[src/sha_pkg.sv]
`timescale 1ns / 1ps
// ----------------------------------------------------------------------------
// sha_pkg
// shared constants and round functions for the sha-256 stream hasher
// ----------------------------------------------------------------------------
package sha_pkg;

    localparam int unsigned WordW = 32;
    localparam int unsigned BlockWords = 16;
    localparam int unsigned Rounds = 64;

    localparam logic [0:0] REQ_ABSORB = 1'b0;
    localparam logic [0:0] REQ_FINISH = 1'b1;

    localparam logic [31:0] ROUND_K [0:63] = '{
        32'h428a2f98, 32'h71374491, 32'hb5c0fbcf, 32'he9b5dba5,
        32'h3956c25b, 32'h59f111f1, 32'h923f82a4, 32'hab1c5ed5,
        32'hd807aa98, 32'h12835b01, 32'h243185be, 32'h550c7dc3,
        32'h72be5d74, 32'h80deb1fe, 32'h9bdc06a7, 32'hc19bf174,
        32'he49b69c1, 32'hefbe4786, 32'h0fc19dc6, 32'h240ca1cc,
        32'h2de92c6f, 32'h4a7484aa, 32'h5cb0a9dc, 32'h76f988da,
        32'h983e5152, 32'ha831c66d, 32'hb00327c8, 32'hbf597fc7,
        32'hc6e00bf3, 32'hd5a79147, 32'h06ca6351, 32'h14292967,
        32'h27b70a85, 32'h2e1b2138, 32'h4d2c6dfc, 32'h53380d13,
        32'h650a7354, 32'h766a0abb, 32'h81c2c92e, 32'h92722c85,
        32'ha2bfe8a1, 32'ha81a664b, 32'hc24b8b70, 32'hc76c51a3,
        32'hd192e819, 32'hd6990624, 32'hf40e3585, 32'h106aa070,
        32'h19a4c116, 32'h1e376c08, 32'h2748774c, 32'h34b0bcb5,
        32'h391c0cb3, 32'h4ed8aa4a, 32'h5b9cca4f, 32'h682e6ff3,
        32'h748f82ee, 32'h78a5636f, 32'h84c87814, 32'h8cc70208,
        32'h90befffa, 32'ha4506ceb, 32'hbef9a3f7, 32'hc67178f2
    };

    localparam logic [31:0] INIT_H [0:7] = '{
        32'h6a09e667, 32'hbb67ae85, 32'h3c6ef372, 32'ha54ff53a,
        32'h510e527f, 32'h9b05688c, 32'h1f83d9ab, 32'h5be0cd19
    };

    typedef logic [31:0] word_t;

    // request from the front end to the compression engine
    typedef struct packed {
        logic start;
    } comp_req_t;

    function automatic word_t rotr(input word_t v, input int unsigned n);
        return (v >> n) | (v << (32 - n));
    endfunction

    function automatic word_t sig0(input word_t x);
        return rotr(x, 7) ^ rotr(x, 18) ^ (x >> 3);
    endfunction

    function automatic word_t sig1(input word_t x);
        return rotr(x, 17) ^ rotr(x, 19) ^ (x >> 10);
    endfunction

endpackage

[src/sha_ram.sv]
`timescale 1ns / 1ps
// ----------------------------------------------------------------------------
// sha_ram
// generic single-port write, single-port registered read ram
// ----------------------------------------------------------------------------
module sha_ram #(
    parameter int unsigned Width = 32,
    parameter int unsigned Depth = 16
) (
    input  logic                     clk,
    input  logic                     wr_en,
    input  logic [$clog2(Depth)-1:0] wr_addr,
    input  logic [Width-1:0]         wr_data,
    input  logic [$clog2(Depth)-1:0] rd_addr,
    output logic [Width-1:0]         rd_data
);

    logic [Width-1:0] mem [0:Depth-1];

    always_ff @(posedge clk)
    begin
        if (wr_en)
        begin
            mem[wr_addr] <= wr_data;
        end
        rd_data <= mem[rd_addr];
    end

endmodule

[src/sha_comp.sv]
`timescale 1ns / 1ps
// ----------------------------------------------------------------------------
// sha_comp
// one-round-per-cycle compression engine, schedule kept in a 16-word window
// ----------------------------------------------------------------------------
module sha_comp (
    input  logic                clk,
    input  logic                rst_n,
    input  sha_pkg::comp_req_t  req,
    output logic                busy,
    output logic                done,
    // block word fetch from the front end ram (registered read)
    output logic [3:0]          blk_addr,
    input  sha_pkg::word_t      blk_data,
    // hash word ram access
    output logic                h_wr_en,
    output logic [2:0]          h_wr_addr,
    output sha_pkg::word_t      h_wr_data,
    output logic [2:0]          h_rd_addr,
    input  sha_pkg::word_t      h_rd_data
);

    typedef enum logic [2:0] {
        S_IDLE, S_LOAD, S_ROUND, S_ADD, S_RESET
    } state_t;

    state_t              state_reg, state_next;
    logic [6:0]          cnt_reg, cnt_next;
    sha_pkg::word_t      w_reg [0:15];
    sha_pkg::word_t      s_reg [0:7];
    sha_pkg::word_t      t1, t2, wi, e, a, w_new;
    logic                done_reg, done_next;

    assign busy = (state_reg != S_IDLE);
    assign done = done_reg;

    // schedule: w[i] is w_reg[i] for i<16 as loaded; past that computed
    assign w_new = w_reg[0] + sha_pkg::sig0(w_reg[1]) + w_reg[9] + sha_pkg::sig1(w_reg[14]);
    assign wi = (cnt_reg < 7'd16) ? w_reg[cnt_reg[3:0]] : w_new;
    assign e = s_reg[4];
    assign a = s_reg[0];
    assign t1 = s_reg[7] + (sha_pkg::rotr(e, 6) ^ sha_pkg::rotr(e, 11) ^ sha_pkg::rotr(e, 25))
              + ((e & s_reg[5]) ^ (~e & s_reg[6])) + sha_pkg::ROUND_K[cnt_reg[5:0]] + wi;
    assign t2 = (sha_pkg::rotr(a, 2) ^ sha_pkg::rotr(a, 13) ^ sha_pkg::rotr(a, 22))
              + ((a & s_reg[1]) ^ (a & s_reg[2]) ^ (s_reg[1] & s_reg[2]));

    // addresses: load phase reads block word cnt and hash word cnt (0..7)
    assign blk_addr  = cnt_reg[3:0];
    assign h_rd_addr = cnt_reg[2:0];

    always_comb
    begin
        state_next = state_reg;
        cnt_next   = cnt_reg;
        done_next  = 1'b0;
        h_wr_en    = 1'b0;
        h_wr_addr  = cnt_reg[2:0];
        h_wr_data  = sha_pkg::INIT_H[cnt_reg[2:0]];
        unique case (state_reg)
            S_IDLE:
            begin
                if (req.start)
                begin
                    state_next = S_LOAD;
                    cnt_next   = 7'd0;
                end
            end
            S_LOAD:
            begin
                // address issued at cnt; the ram registers the read and the data is stored at index cnt-1
                cnt_next = cnt_reg + 7'd1;
                if (cnt_reg == 7'd16)
                begin
                    state_next = S_ROUND;
                    cnt_next   = 7'd0;
                end
            end
            S_ROUND:
            begin
                cnt_next = cnt_reg + 7'd1;
                if (cnt_reg == 7'd63)
                begin
                    state_next = S_ADD;
                    cnt_next   = 7'd0;
                end
            end
            S_ADD:
            begin
                // hash words are still held in w-independent copy: h_rd issued at cnt and
                // registered by the ram, add lands at cnt-1
                cnt_next = cnt_reg + 7'd1;
                if (cnt_reg != 7'd0)
                begin
                    h_wr_en   = 1'b1;
                    h_wr_addr = 3'(cnt_reg - 7'd1);
                    h_wr_data = h_rd_data + s_reg[3'(cnt_reg - 7'd1)];
                end
                if (cnt_reg == 7'd8)
                begin
                    state_next = S_IDLE;
                    done_next  = 1'b1;
                    cnt_next   = 7'd0;
                end
            end
            S_RESET:
            begin
                h_wr_en  = 1'b1;
                cnt_next = cnt_reg + 7'd1;
                if (cnt_reg == 7'd7)
                begin
                    state_next = S_IDLE;
                    cnt_next   = 7'd0;
                end
            end
            default:
            begin
                state_next = S_IDLE;
            end
        endcase
    end

    always_ff @(posedge clk or negedge rst_n)
    begin
        if (!rst_n)
        begin
            state_reg <= S_RESET;
            cnt_reg   <= 7'd0;
            done_reg  <= 1'b0;
        end
        else
        begin
            state_reg <= state_next;
            cnt_reg   <= cnt_next;
            done_reg  <= done_next;
        end
    end

    // datapath registers
    always_ff @(posedge clk)
    begin
        if (state_reg == S_LOAD && cnt_reg != 7'd0)
        begin
            w_reg[4'(cnt_reg - 7'd1)] <= blk_data;
            if (cnt_reg <= 7'd8)
            begin
                s_reg[3'(cnt_reg - 7'd1)] <= h_rd_data;
            end
        end
        else if (state_reg == S_ROUND)
        begin
            if (cnt_reg >= 7'd16)
            begin
                for (int i = 0; i < 15; i++)
                begin
                    w_reg[i] <= w_reg[i + 1];
                end
                w_reg[15] <= w_new;
            end
            else if (cnt_reg == 7'd15)
            begin
                // window already holds w0..w15 in order
            end
            s_reg[7] <= s_reg[6];
            s_reg[6] <= s_reg[5];
            s_reg[5] <= s_reg[4];
            s_reg[4] <= s_reg[3] + t1;
            s_reg[3] <= s_reg[2];
            s_reg[2] <= s_reg[1];
            s_reg[1] <= s_reg[0];
            s_reg[0] <= t1 + t2;
        end
    end

    property p_done_from_add;
        @(posedge clk) disable iff (!rst_n) done_reg |-> $past(state_reg == S_ADD);
    endproperty
    a_done_from_add: assert property (p_done_from_add) else $error("done without add phase");

    property p_round_cnt;
        @(posedge clk) disable iff (!rst_n) (state_reg == S_ROUND) |-> (cnt_reg < 7'd64);
    endproperty
    a_round_cnt: assert property (p_round_cnt) else $error("round counter overrun");

    property p_start_idle;
        @(posedge clk) disable iff (!rst_n)
            (req.start && state_reg == S_IDLE) |=> (state_reg == S_LOAD);
    endproperty
    a_start_idle: assert property (p_start_idle) else $error("start not taken");

endmodule

[src/sha256_stream_hasher_core.sv]
`timescale 1ns / 1ps
// ----------------------------------------------------------------------------
// sha256_stream_hasher_core
// streaming sha-256: bytes in, eight digest words out per finish
// ----------------------------------------------------------------------------
// absorb: one byte per cycle; the 64th byte of a block starts a compression
//   (load, round and add phases), during which input stalls
// finish: padding writes up to 64 bytes into the block ram one per cycle, then
//   one or two compressions, then 8 output transactions, each a read, a
//   register and a handshake, then restoring the hash ram
// reset: asynchronous; the hash ram is loaded with initial values
module sha256_stream_hasher_core (
    input  logic        clk,
    input  logic        rst_n,
    input  logic        s_tvalid,
    output logic        s_tready,
    input  logic [7:0]  s_tdata,   // [7:0] byte_value
    input  logic        s_tuser,   // req_type
    output logic        m_tvalid,
    input  logic        m_tready,
    output logic [39:0] m_tdata,   // [31:0] digest_word, [34:32] word_index, zero fill
    output logic        m_tlast    // last
);

    typedef enum logic [2:0] {
        F_IDLE, F_PAD, F_COMP, F_RINIT, F_OUT
    } fstate_t;

    fstate_t         state_reg, state_next;
    logic [5:0]      fill_reg, fill_next;     // bytes in block
    logic [60:0]     msg_reg, msg_next;
    logic [5:0]      pos_reg, pos_next;       // padding write pointer
    logic            two_reg, two_next;       // one more block follows
    logic            fin_reg, fin_next;       // compression is the last one of a finish
    logic [3:0]      oidx_reg, oidx_next;
    logic            ovalid_reg, ovalid_next;
    logic            rd_pend_reg, rd_pend_next;
    logic [3:0]      ri_reg, ri_next;

    // block ram byte lanes: four 8-bit rams, one per byte of a word
    logic [3:0]      lane_we;
    logic [3:0]      lane_waddr;
    logic [7:0]      lane_wdata;
    logic [3:0]      blk_addr;
    sha_pkg::word_t  blk_data;

    sha_pkg::comp_req_t creq;
    logic            c_busy, c_done;
    logic            h_wr_en_c, h_wr_en;
    logic [2:0]      h_wr_addr_c, h_wr_addr, h_rd_addr_c, h_rd_addr;
    sha_pkg::word_t  h_wr_data_c, h_wr_data, h_rd_data;

    logic            acc;
    logic [63:0]     bits;
    logic [7:0]      pad_byte;

    genvar g;
    generate
        for (g = 0; g < 4; g++)
        begin : g_lane
            sha_ram #(.Width(8), .Depth(16)) u_lane (
                .clk     (clk),
                .wr_en   (lane_we[g]),
                .wr_addr (lane_waddr),
                .wr_data (lane_wdata),
                .rd_addr (blk_addr),
                .rd_data (blk_data[31 - 8*g -: 8])
            );
        end
    endgenerate

    sha_ram #(.Width(32), .Depth(8)) u_hash (
        .clk     (clk),
        .wr_en   (h_wr_en),
        .wr_addr (h_wr_addr),
        .wr_data (h_wr_data),
        .rd_addr (h_rd_addr),
        .rd_data (h_rd_data)
    );

    sha_comp u_comp (
        .clk       (clk),
        .rst_n     (rst_n),
        .req       (creq),
        .busy      (c_busy),
        .done      (c_done),
        .blk_addr  (blk_addr),
        .blk_data  (blk_data),
        .h_wr_en   (h_wr_en_c),
        .h_wr_addr (h_wr_addr_c),
        .h_wr_data (h_wr_data_c),
        .h_rd_addr (h_rd_addr_c),
        .h_rd_data (h_rd_data)
    );

    assign s_tready = (state_reg == F_IDLE) && !c_busy;
    assign acc      = s_tvalid && s_tready;
    assign bits     = {msg_reg, 3'b000};

    // padding byte at position pos_reg
    always_comb
    begin
        if (pos_reg >= 6'd56 && !two_reg)
        begin
            pad_byte = bits[8*(63 - pos_reg) +: 8];
        end
        else
        begin
            pad_byte = 8'h00;
        end
    end

    // hash ram port shared: engine normally, reinit and output readout here
    always_comb
    begin
        h_wr_en   = h_wr_en_c;
        h_wr_addr = h_wr_addr_c;
        h_wr_data = h_wr_data_c;
        h_rd_addr = h_rd_addr_c;
        if (state_reg == F_OUT)
        begin
            h_rd_addr = oidx_reg[2:0];
        end
        else if (state_reg == F_RINIT)
        begin
            h_wr_en   = 1'b1;
            h_wr_addr = ri_reg[2:0];
            h_wr_data = sha_pkg::INIT_H[ri_reg[2:0]];
        end
    end

    always_comb
    begin
        state_next   = state_reg;
        fill_next    = fill_reg;
        msg_next     = msg_reg;
        pos_next     = pos_reg;
        two_next     = two_reg;
        fin_next     = fin_reg;
        oidx_next    = oidx_reg;
        ovalid_next  = ovalid_reg;
        rd_pend_next = rd_pend_reg;
        ri_next      = ri_reg;
        lane_we      = 4'b0000;
        lane_waddr   = fill_reg[5:2];
        lane_wdata   = s_tdata;
        creq         = '0;
        if (ovalid_reg && m_tready)
        begin
            ovalid_next = 1'b0;
        end
        unique case (state_reg)
            F_IDLE:
            begin
                if (acc && s_tuser == sha_pkg::REQ_ABSORB)
                begin
                    lane_we[fill_reg[1:0]] = 1'b1;
                    msg_next  = msg_reg + 61'd1;
                    fill_next = fill_reg + 6'd1;
                    if (fill_reg == 6'd63)
                    begin
                        creq.start = 1'b1;
                        fin_next   = 1'b0;
                    end
                end
                else if (acc)
                begin
                    // place 0x80, padding continues from the next byte
                    lane_we[fill_reg[1:0]] = 1'b1;
                    lane_wdata = 8'h80;
                    two_next   = (fill_reg >= 6'd56);
                    pos_next   = fill_reg + 6'd1;
                    state_next = (fill_reg == 6'd63) ? F_COMP : F_PAD;
                    if (fill_reg == 6'd63)
                    begin
                        creq.start = 1'b1;
                        fin_next   = 1'b0;
                    end
                end
            end
            F_PAD:
            begin
                lane_we[pos_reg[1:0]] = 1'b1;
                lane_waddr = pos_reg[5:2];
                lane_wdata = pad_byte;
                pos_next   = pos_reg + 6'd1;
                if (pos_reg == 6'd63)
                begin
                    creq.start = 1'b1;
                    fin_next   = !two_reg;
                    state_next = F_COMP;
                end
            end
            F_COMP:
            begin
                if (c_done)
                begin
                    if (fin_reg)
                    begin
                        state_next   = F_OUT;
                        oidx_next    = 4'd0;
                        rd_pend_next = 1'b0;
                    end
                    else
                    begin
                        // second block: all zeros then length
                        two_next   = 1'b0;
                        pos_next   = 6'd0;
                        state_next = F_PAD;
                    end
                end
            end
            F_OUT:
            begin
                // read issued at oidx, registered read data captured into output reg on rd_pend
                if (!rd_pend_reg && !ovalid_reg)
                begin
                    rd_pend_next = 1'b1;
                end
                else if (rd_pend_reg)
                begin
                    rd_pend_next = 1'b0;
                    ovalid_next  = 1'b1;
                end
                else if (ovalid_reg && m_tready)
                begin
                    oidx_next = oidx_reg + 4'd1;
                    if (oidx_reg == 4'd7)
                    begin
                        state_next = F_RINIT;
                        ri_next    = 4'd0;
                    end
                end
            end
            F_RINIT:
            begin
                ri_next = ri_reg + 4'd1;
                if (ri_reg == 4'd7)
                begin
                    state_next = F_IDLE;
                    fill_next  = 6'd0;
                    msg_next   = '0;
                end
            end
            default:
            begin
                state_next = F_IDLE;
            end
        endcase
    end

    always_ff @(posedge clk or negedge rst_n)
    begin
        if (!rst_n)
        begin
            state_reg   <= F_IDLE;
            fill_reg    <= 6'd0;
            msg_reg     <= '0;
            pos_reg     <= 6'd0;
            two_reg     <= 1'b0;
            fin_reg     <= 1'b0;
            oidx_reg    <= 4'd0;
            ovalid_reg  <= 1'b0;
            rd_pend_reg <= 1'b0;
            ri_reg      <= 4'd0;
        end
        else
        begin
            state_reg   <= state_next;
            fill_reg    <= fill_next;
            msg_reg     <= msg_next;
            pos_reg     <= pos_next;
            two_reg     <= two_next;
            fin_reg     <= fin_next;
            oidx_reg    <= oidx_next;
            ovalid_reg  <= ovalid_next;
            rd_pend_reg <= rd_pend_next;
            ri_reg      <= ri_next;
        end
    end

    // output payload register
    logic [31:0] oword_reg;
    always_ff @(posedge clk)
    begin
        if (rd_pend_reg)
        begin
            oword_reg <= h_rd_data;
        end
    end

    assign m_tvalid = ovalid_reg;
    assign m_tdata  = {5'd0, oidx_reg[2:0], oword_reg};
    assign m_tlast  = (oidx_reg == 4'd7);

    property p_no_input_when_busy;
        @(posedge clk) disable iff (!rst_n) c_busy |-> !s_tready;
    endproperty
    a_no_input_when_busy: assert property (p_no_input_when_busy)
        else $error("input taken during compression");

    property p_out_only_in_out;
        @(posedge clk) disable iff (!rst_n) ovalid_reg |-> (state_reg == F_OUT);
    endproperty
    a_out_only_in_out: assert property (p_out_only_in_out)
        else $error("digest word outside readout");

    property p_last_ends;
        @(posedge clk) disable iff (!rst_n)
            (m_tvalid && m_tready && m_tlast) |=> (state_reg == F_RINIT);
    endproperty
    a_last_ends: assert property (p_last_ends) else $error("readout did not finish");

endmodule
[config.mk]
export PLATFORM = sky130hd
export DESIGN_NAME = sha256_stream_hasher_core
export DESIGN_NICKNAME = d
export VERILOG_FILES = /design/src/sha_pkg.sv /design/src/sha_ram.sv /design/src/sha_comp.sv /design/src/sha256_stream_hasher_core.sv
export SDC_FILE = /design/constraint.sdc
export NUM_CORES = 2
export LEC_CHECK = 0
export BUFFER_PORTS_ARGS = -buffer_cell sky130_fd_sc_hd__buf_2
export CAP_MARGIN = 20
export CELL_PAD_IN_SITES_DETAIL_PLACEMENT = 2
export CELL_PAD_IN_SITES_GLOBAL_PLACEMENT = 2
export CORE_MARGIN = 4
export CORE_UTILIZATION = 50
export CTS_CLUSTER_DIAMETER = 100
export DETAILED_ROUTE_END_ITERATION = 8
export HOLD_SLACK_MARGIN = 0.08
export PLACE_DENSITY_LB_ADDON = 0.12
export SLEW_MARGIN = 25
export SYNTH_ARGS = -nofsm -noshare
export SYNTH_HDL_FRONTEND = slang
export SYNTH_SLANG_ARGS = --single-unit
[constraint.sdc]
create_clock -name clk -period 25.7 [get_ports clk]
set_input_delay 2.57 -clock clk [delete_from_list [all_inputs] [get_ports clk]]
set_output_delay 2.57 -clock clk [all_outputs]
set_load 0.005 [all_outputs]
# After elaboration in Yosys (flattened, before gate mapping)

Memories as Yosys holds them, arrays and structs flattened. A register that Yosys moved wholly into a read port is not among the register bits.
Cells that the tools add are included.

Flip-flop bits (word level): 131
Bits in latches: 0
Bits in writable memories: 1536
ROM bits: 2560
Input port bits: 13
Output and inout port bits: 43
Word-level logic and storage cells: 288
Memories kept: 10

$add $sub $neg: 19
$mul: 0
Divide/modulo/power cells: 0
Order comparisons: 12
Eq/ne operators: 34
Shifts and indexed selects: 1
Mux-type cells: 131
Bitwise logic cells: 31
Reduce and logical (&&, ||, !) cells: 36

Memories:

| memory           | words | width | read ports | clocked after memory_dff | write ports | RTL line                         | RTL |
|---|---|---|---|---|---|---|---|
| (name not given) | 64    | 32    | 1          | 0                        | 0           | sha_comp.sv:43                   | `+ ((e & s_reg[5]) ^ (~e & s_reg[6])) + sha_pkg::ROUND_K[cnt_reg[5:0]] + wi;` |
| u_comp.w_reg     | 16    | 32    | 17         | 0                        | 16          | sha_comp.sv:29                   | `sha_pkg::word_t w_reg [0:15];` |
| (name not given) | 8     | 32    | 1          | 0                        | 0           | sha_comp.sv:58                   | `h_wr_data = sha_pkg::INIT_H[cnt_reg[2:0]];` |
| (name not given) | 8     | 32    | 1          | 0                        | 0           | sha256_stream_hasher_core.sv:128 | `h_wr_data = sha_pkg::INIT_H[ri_reg[2:0]];` |
| u_comp.s_reg     | 8     | 32    | 9          | 0                        | 8           | sha_comp.sv:30                   | `sha_pkg::word_t s_reg [0:7];` |
| u_hash.mem       | 8     | 32    | 1          | 1                        | 1           | sha_ram.sv:18                    | `logic [Width-1:0] mem [0:Depth-1];` |
| +4 memories      | --    | --    | --         | --                       | --          | --                               |  |

Operator list:

| kind                                                             | number |
|---|---|
| 32-bit 2-to-1 mux                                                | 13 |
| 32-bit adder                                                     | 11 |
| 32-bit XOR                                                       | 9 |
| 32-bit AND                                                       | 5 |
| 61-bit 2-to-1 mux                                                | 2 |
| 61-bit one-hot mux with 2 select lines                           | 1 |
| 32-bit OR reduction                                              | 2 |
| 64-bit by 33-bit indexed part select with 8-bit output           | 1 |
| 3-bit 2-to-1 mux                                                 | 21 |
| 61-bit by 1-bit adder with 61-bit output (second input constant) | 1 |
| 4-bit 2-to-1 mux                                                 | 13 |
| 1-bit 2-to-1 mux                                                 | 50 |
| 6-bit 2-to-1 mux                                                 | 6 |
| 7-bit 2-to-1 mux                                                 | 5 |
| 7-bit one-hot mux with 5 select lines                            | 1 |
| 32-bit NOT                                                       | 1 |
| 10-bit by 32-bit OR with 32-bit output                           | 1 |
| 13-bit by 32-bit OR with 32-bit output                           | 1 |
| 14-bit by 32-bit OR with 32-bit output                           | 1 |
| 15-bit by 32-bit OR with 32-bit output                           | 1 |
| 19-bit by 32-bit OR with 32-bit output                           | 1 |
| 21-bit by 32-bit OR with 32-bit output                           | 1 |
| 25-bit by 32-bit OR with 32-bit output                           | 1 |
| 26-bit by 32-bit OR with 32-bit output                           | 1 |
| other kinds (53)                                                 | 114 |

# Longest topological paths before layout

An unclocked memory read counts as a cell.

Depth after elaboration: 10
Mapped depth: 43
Gate-level depth less buffers: 42

# Cells and area by module

Synthesis repeated with hierarchy kept, for this count alone.

Cell total of the unflattened synthesis: 7007
Area total of the unflattened synthesis: 92728.9 µm²

By module, submodules not included:

| module                          | times used | cells an instance | area an instance (µm²) | seq. area each (µm²) |
|---|---|---|---|---|
| sha_comp                        | 1          | 4856              | 53950.5                | 23338.6 |
| sha_ram at g_lane[0].u_lane ... | 4          | 229               | 5147.4                 | 4003.8 |
| sha_ram at u_hash               | 1          | 415               | 10466.3                | 8328.0 |
| sha256_stream_hasher_core       | 1          | 820               | 7722.4                 | 3163.0 |

# Worst setup path before layout

OpenSTA, ideal clock, no wires.

Path kind: register -> register
From: register u_comp.cnt_reg[1]
To: memory u_comp.s_reg[0][31] (netlist name) (data pin)
Library setup time: 269 ps
Data arrival time: 8652 ps
Data required time: 25431 ps
Slack: 16780 ps
Cell stages (with the launch flop): 43
Path buffers: 3
Clock period less this slack: 8920 ps
Cell sequence: dfrtp_1 clkbuf_1 buf_2 clkinv_1 ha_1 clkbuf_1 nand2_1 a21oi_1 nor3_1 nor2_1 o21ai_0 fa_1 inv_1 fa_1 inv_1 fa_1 inv_1 ha_1 [7 not listed] nor2_1 o21a_1 o21a_1 nor2_1 xnor2_1 fa_1 ha_1 a21o_1 a21o_1 a21oi_1 o21a_1 o31a_1 o21ai_0 o221ai_1 a21oi_1 xnor2_1 xnor2_1 o21ai_0

RTL lines:

| item                     | RTL line        | RTL |
|---|---|---|
| start: declaration       | sha_comp.sv:28  | `logic [6:0] cnt_reg, cnt_next;` |
| start signal: assignment | sha_comp.sv:133 | `cnt_reg <= cnt_next;` |
| end: declaration         | sha_comp.sv:30  |  |

==> run summary <==
STATUS
----------------------------------------------------------------------------------------
Status                                                                      complete, but fails checks
Violations in the final reports                                             max-capacitance violations, max-slew violations

TIMING
----------------------------------------------------------------------------------------
Final period utilization                                                          45.91%
Setup skew after layout                                                       0.09255 ns
Worst Setup Slack, final                                                        13.90 ns
Number of slew-limit violations in the final report                                   10
Setup TNS                                                                           0 ns
Relative slew slack                                                              -34.95%
Achievable clock frequency                                                   0.08475 GHz
Hold Vio Cnt, Final                                                                    0
Smallest hold slack                                                            0.5196 ns
Number of setup violations in the final report                                         0
Actual slew at the worst max-slew pin                                           2.017 ns
Setup repair after global routing missed its margin                                false
Post-layout min period                                                          11.80 ns

CRITICAL PATH
----------------------------------------------------------------------------------------
Worst Path Class, Setup                                                     register to register
Max stage delay on crit path                                                     0.96 ns
Startpoint class of the critical path                                           register
Max FO, Critical Path                                                                 18
Cell mode on critical path                                                         inv_1
Worst-path cell with the longest stage delay                                        ha_2
Signal arrival time at the worst endpoint                                       12.39 ns
WP data required                                                                26.29 ns
Kind of end point of the critical path                                          register

CTS
----------------------------------------------------------------------------------------
TritonCTS Buffers                                                                    186
Total number of H-tree levels                                                          4
Root Buffer Master                                                             clkbuf_16
Total of hold buffers inserted after clock tree synthesis                              0
Clock tree from TritonCTS                                                          built
Setup bufs post-CTS                                                                    0
Number of gates resized after cts                                                      0
CTS clock-pin slew for the worst setup and hold paths                            0.07 ns
Buffer depth of the longest clock path                                                 3
# clock sinks                                                                       1731
Clock network latency to the later pin of the worst-skew pair                    0.91 ns

CELLS AND AREA
----------------------------------------------------------------------------------------
Fraction of layout cells with a size suffix above 1                               14.31%
Relative area change from synthesis to final layout                               10.09%
Filler cell count in the final layout                                              16210
Number of nets in the final layout                                                  7204
Multi-input logic area                                                         38060 um2
Combined flip-flop and latch cell area                                         50870 um2
Summed area of non-filler cells in the final layout                           100700 um2

DRT
----------------------------------------------------------------------------------------
Routed length per placed instance                                               44.12 um
Drt via density                                                                    7.379
Total number of vias                                                               68990
DRT iter0 DRCs                                                                     12120
ANT nets after route                                                                   0
Post-Route WL                                                                  412500 um
DRC errors left                                                                        0
Number of search-and-repair iterations in the first detailed-routing pass              7

SYNTH
----------------------------------------------------------------------------------------
Leading cell types by total area after synthesis                            edfxtp_1 51%, mux4_2 9.9%, a21o_1 4.9%, fa_1 4.1%, xnor2_1 2.9%
Number of synthesis warnings                                                           0
Synth Area per Inst                                                            13.21 um2
FF+latch count, synth                                                               1731
Number of flops mapped to enable cells by yosys                                     1568
Area share of the largest cell type after synthesis                               51.49%
Netlist area before placement                                                  91450 um2
Dominant register cell in the synthesized netlist                               edfxtp_1
Most frequent cells after synthesis                                         1568 x edfxtp_1, 694 x nand2_1, 595 x a21o_1
Synthesized netlist cell count                                                      6923
Most frequent cell after synthesis                                              edfxtp_1
Yosys cell types                                                                      90
FFs w/ async S/R, synth                                                           5.719%
Portion of the post-synthesis area used by sequential elements                    55.60%
Yosys top cell by area                                                          edfxtp_1

FLOORPLANNING
----------------------------------------------------------------------------------------
Site Rows                                                                            156
Height of the chip                                                              435.7 um
Die boundary width                                                              435.7 um
Die Outline Area                                                              189800 um2
Initial Utilization                                                               50.43%
Core Footprint                                                                181300 um2
Boundary Pins                                                                         56

HOLD PATH
----------------------------------------------------------------------------------------
Type of the most critical hold path                                         register to register

PLACED DESIGN
----------------------------------------------------------------------------------------
Dpl cell area                                                                  94180 um2
Final Wtd Congestion                                                              0.9521
PortBufs                                                                              50
Worst setup slack before clock tree synthesis                                   14.29 ns
HPWL reported at the end of detailed placement                                 247800 um

POWER
----------------------------------------------------------------------------------------
Ratio of total power to cell area                                           59.74 nW/um2
Worst vdd rail ir drop                                                      0.00008953 V
Total Power Consumption                                                         6.014 mW
Standby leakage power                                                           37.53 nW

RUN
----------------------------------------------------------------------------------------
MaxCap Viol Count                                                                      1

GLOBAL ROUTING
----------------------------------------------------------------------------------------
Global route total overflow                                                            0
Total Routing Usage GR                                                            40.67%
First-pass GRT wire length                                                     554300 um
Initial antenna violation count                                                       44
Pin count of the biggest net entering global routing                                 238
Vias in the first global route                                                     70640

worst max-delay path, delay by kind of cell (launching register included):
kind | cells | cell delay [ns]
AO/OA/AOI/OAI | 15 | 4.02
XOR/XNOR | 2 | 0.37
adder cells (fa/ha/maj) | 8 | 4.16
buffers and inverters | 7 | 1.46
flip-flops | 1 | 0.64
AND/OR/NAND/NOR | 4 | 0.84
stage by stage:
step	util, %	std cells
global route	55.51	9338
CTS	55.42	9331
floorplan	-	6927
detailed placement	51.94	8984
finish	55.52	9350
global placement	51.94	8984
cell type report:
class	count	area share [%]
Inverter	297	1.112
Timing Repair Buffer	180	1.309
Antenna cell	13	0.03231
Sequential cell	1731	50.52
Clock inverter	102	1.255
Clock buffer	245	5.015
Multi-Input combinational cell	4412	37.81
Tap cell	2370	2.945
logic make-up (layout without fill, tap and decap cells):
group | after synthesis | in the layout | synth area share, %
flip-flops | 1731 | 1731 | 55.60
AO/OA/AOI/OAI | 1636 | 1636 | 12.01
AND/OR/NAND/NOR | 1447 | 1447 | 7.038
buffers and inverters | 784 | 824 | 3.296
multiplexers | 482 | 482 | 10.84
XOR/XNOR | 441 | 441 | 4.240
adder cells (fa/ha/maj) | 401 | 401 | 6.980
other | 1 | 18 | 0.004101
worst paths after layout:
path                                     from                   to  slack, ns  cells after the start
min                        u_hash.rd_data[19]        oword_reg[19]       0.52                      0
min in group asynchronous               rst_n          msg_reg[15]       1.74                      1
max in group asynchronous               rst_n    u_comp.cnt_reg[1]      22.50                      2
min reg2reg                u_hash.rd_data[19]        oword_reg[19]       0.52                      0
max                         u_comp.cnt_reg[1]  u_comp.s_reg[0][28]      13.90                     36
max reg2reg                 u_comp.cnt_reg[1]  u_comp.s_reg[0][28]      13.90                     36
metal layers:
metal | track usage (%) | vias up | wire [um]
met5 | 0 | - | 200
met3 | 8.774 | 1673 | 44480
li1 | - | 25590 | -
met1 | 52.28 | 35880 | 148000
met4 | 22.57 | 28 | 31300
met2 | 64.54 | 5832 | 188600
layout by cell type (no fill, tap or decap), drive strengths merged, types with 53 or more instances in the layout:
master / count
dfxtp: 64
a21o: 595
mux4: 403
and3: 53
dfrtp: 98
a22oi: 137
nand3: 87
fa: 188
clkbuf: 246
xnor2: 301
edfxtp: 1568
buf: 179
nor2: 335
inv: 300
o21ai: 309
xor2: 139
a21oi: 264
ha: 195
nand2: 696
clkinv: 76
power breakdown:
group / internal (mW) / switching, mW
clock network: 1.59 / 1.36
logic: 0.00231 / 0.0240
registers: 3.04 / 0.00000000000000000990
No activity file was read; power rests on OpenSTA's default activity.
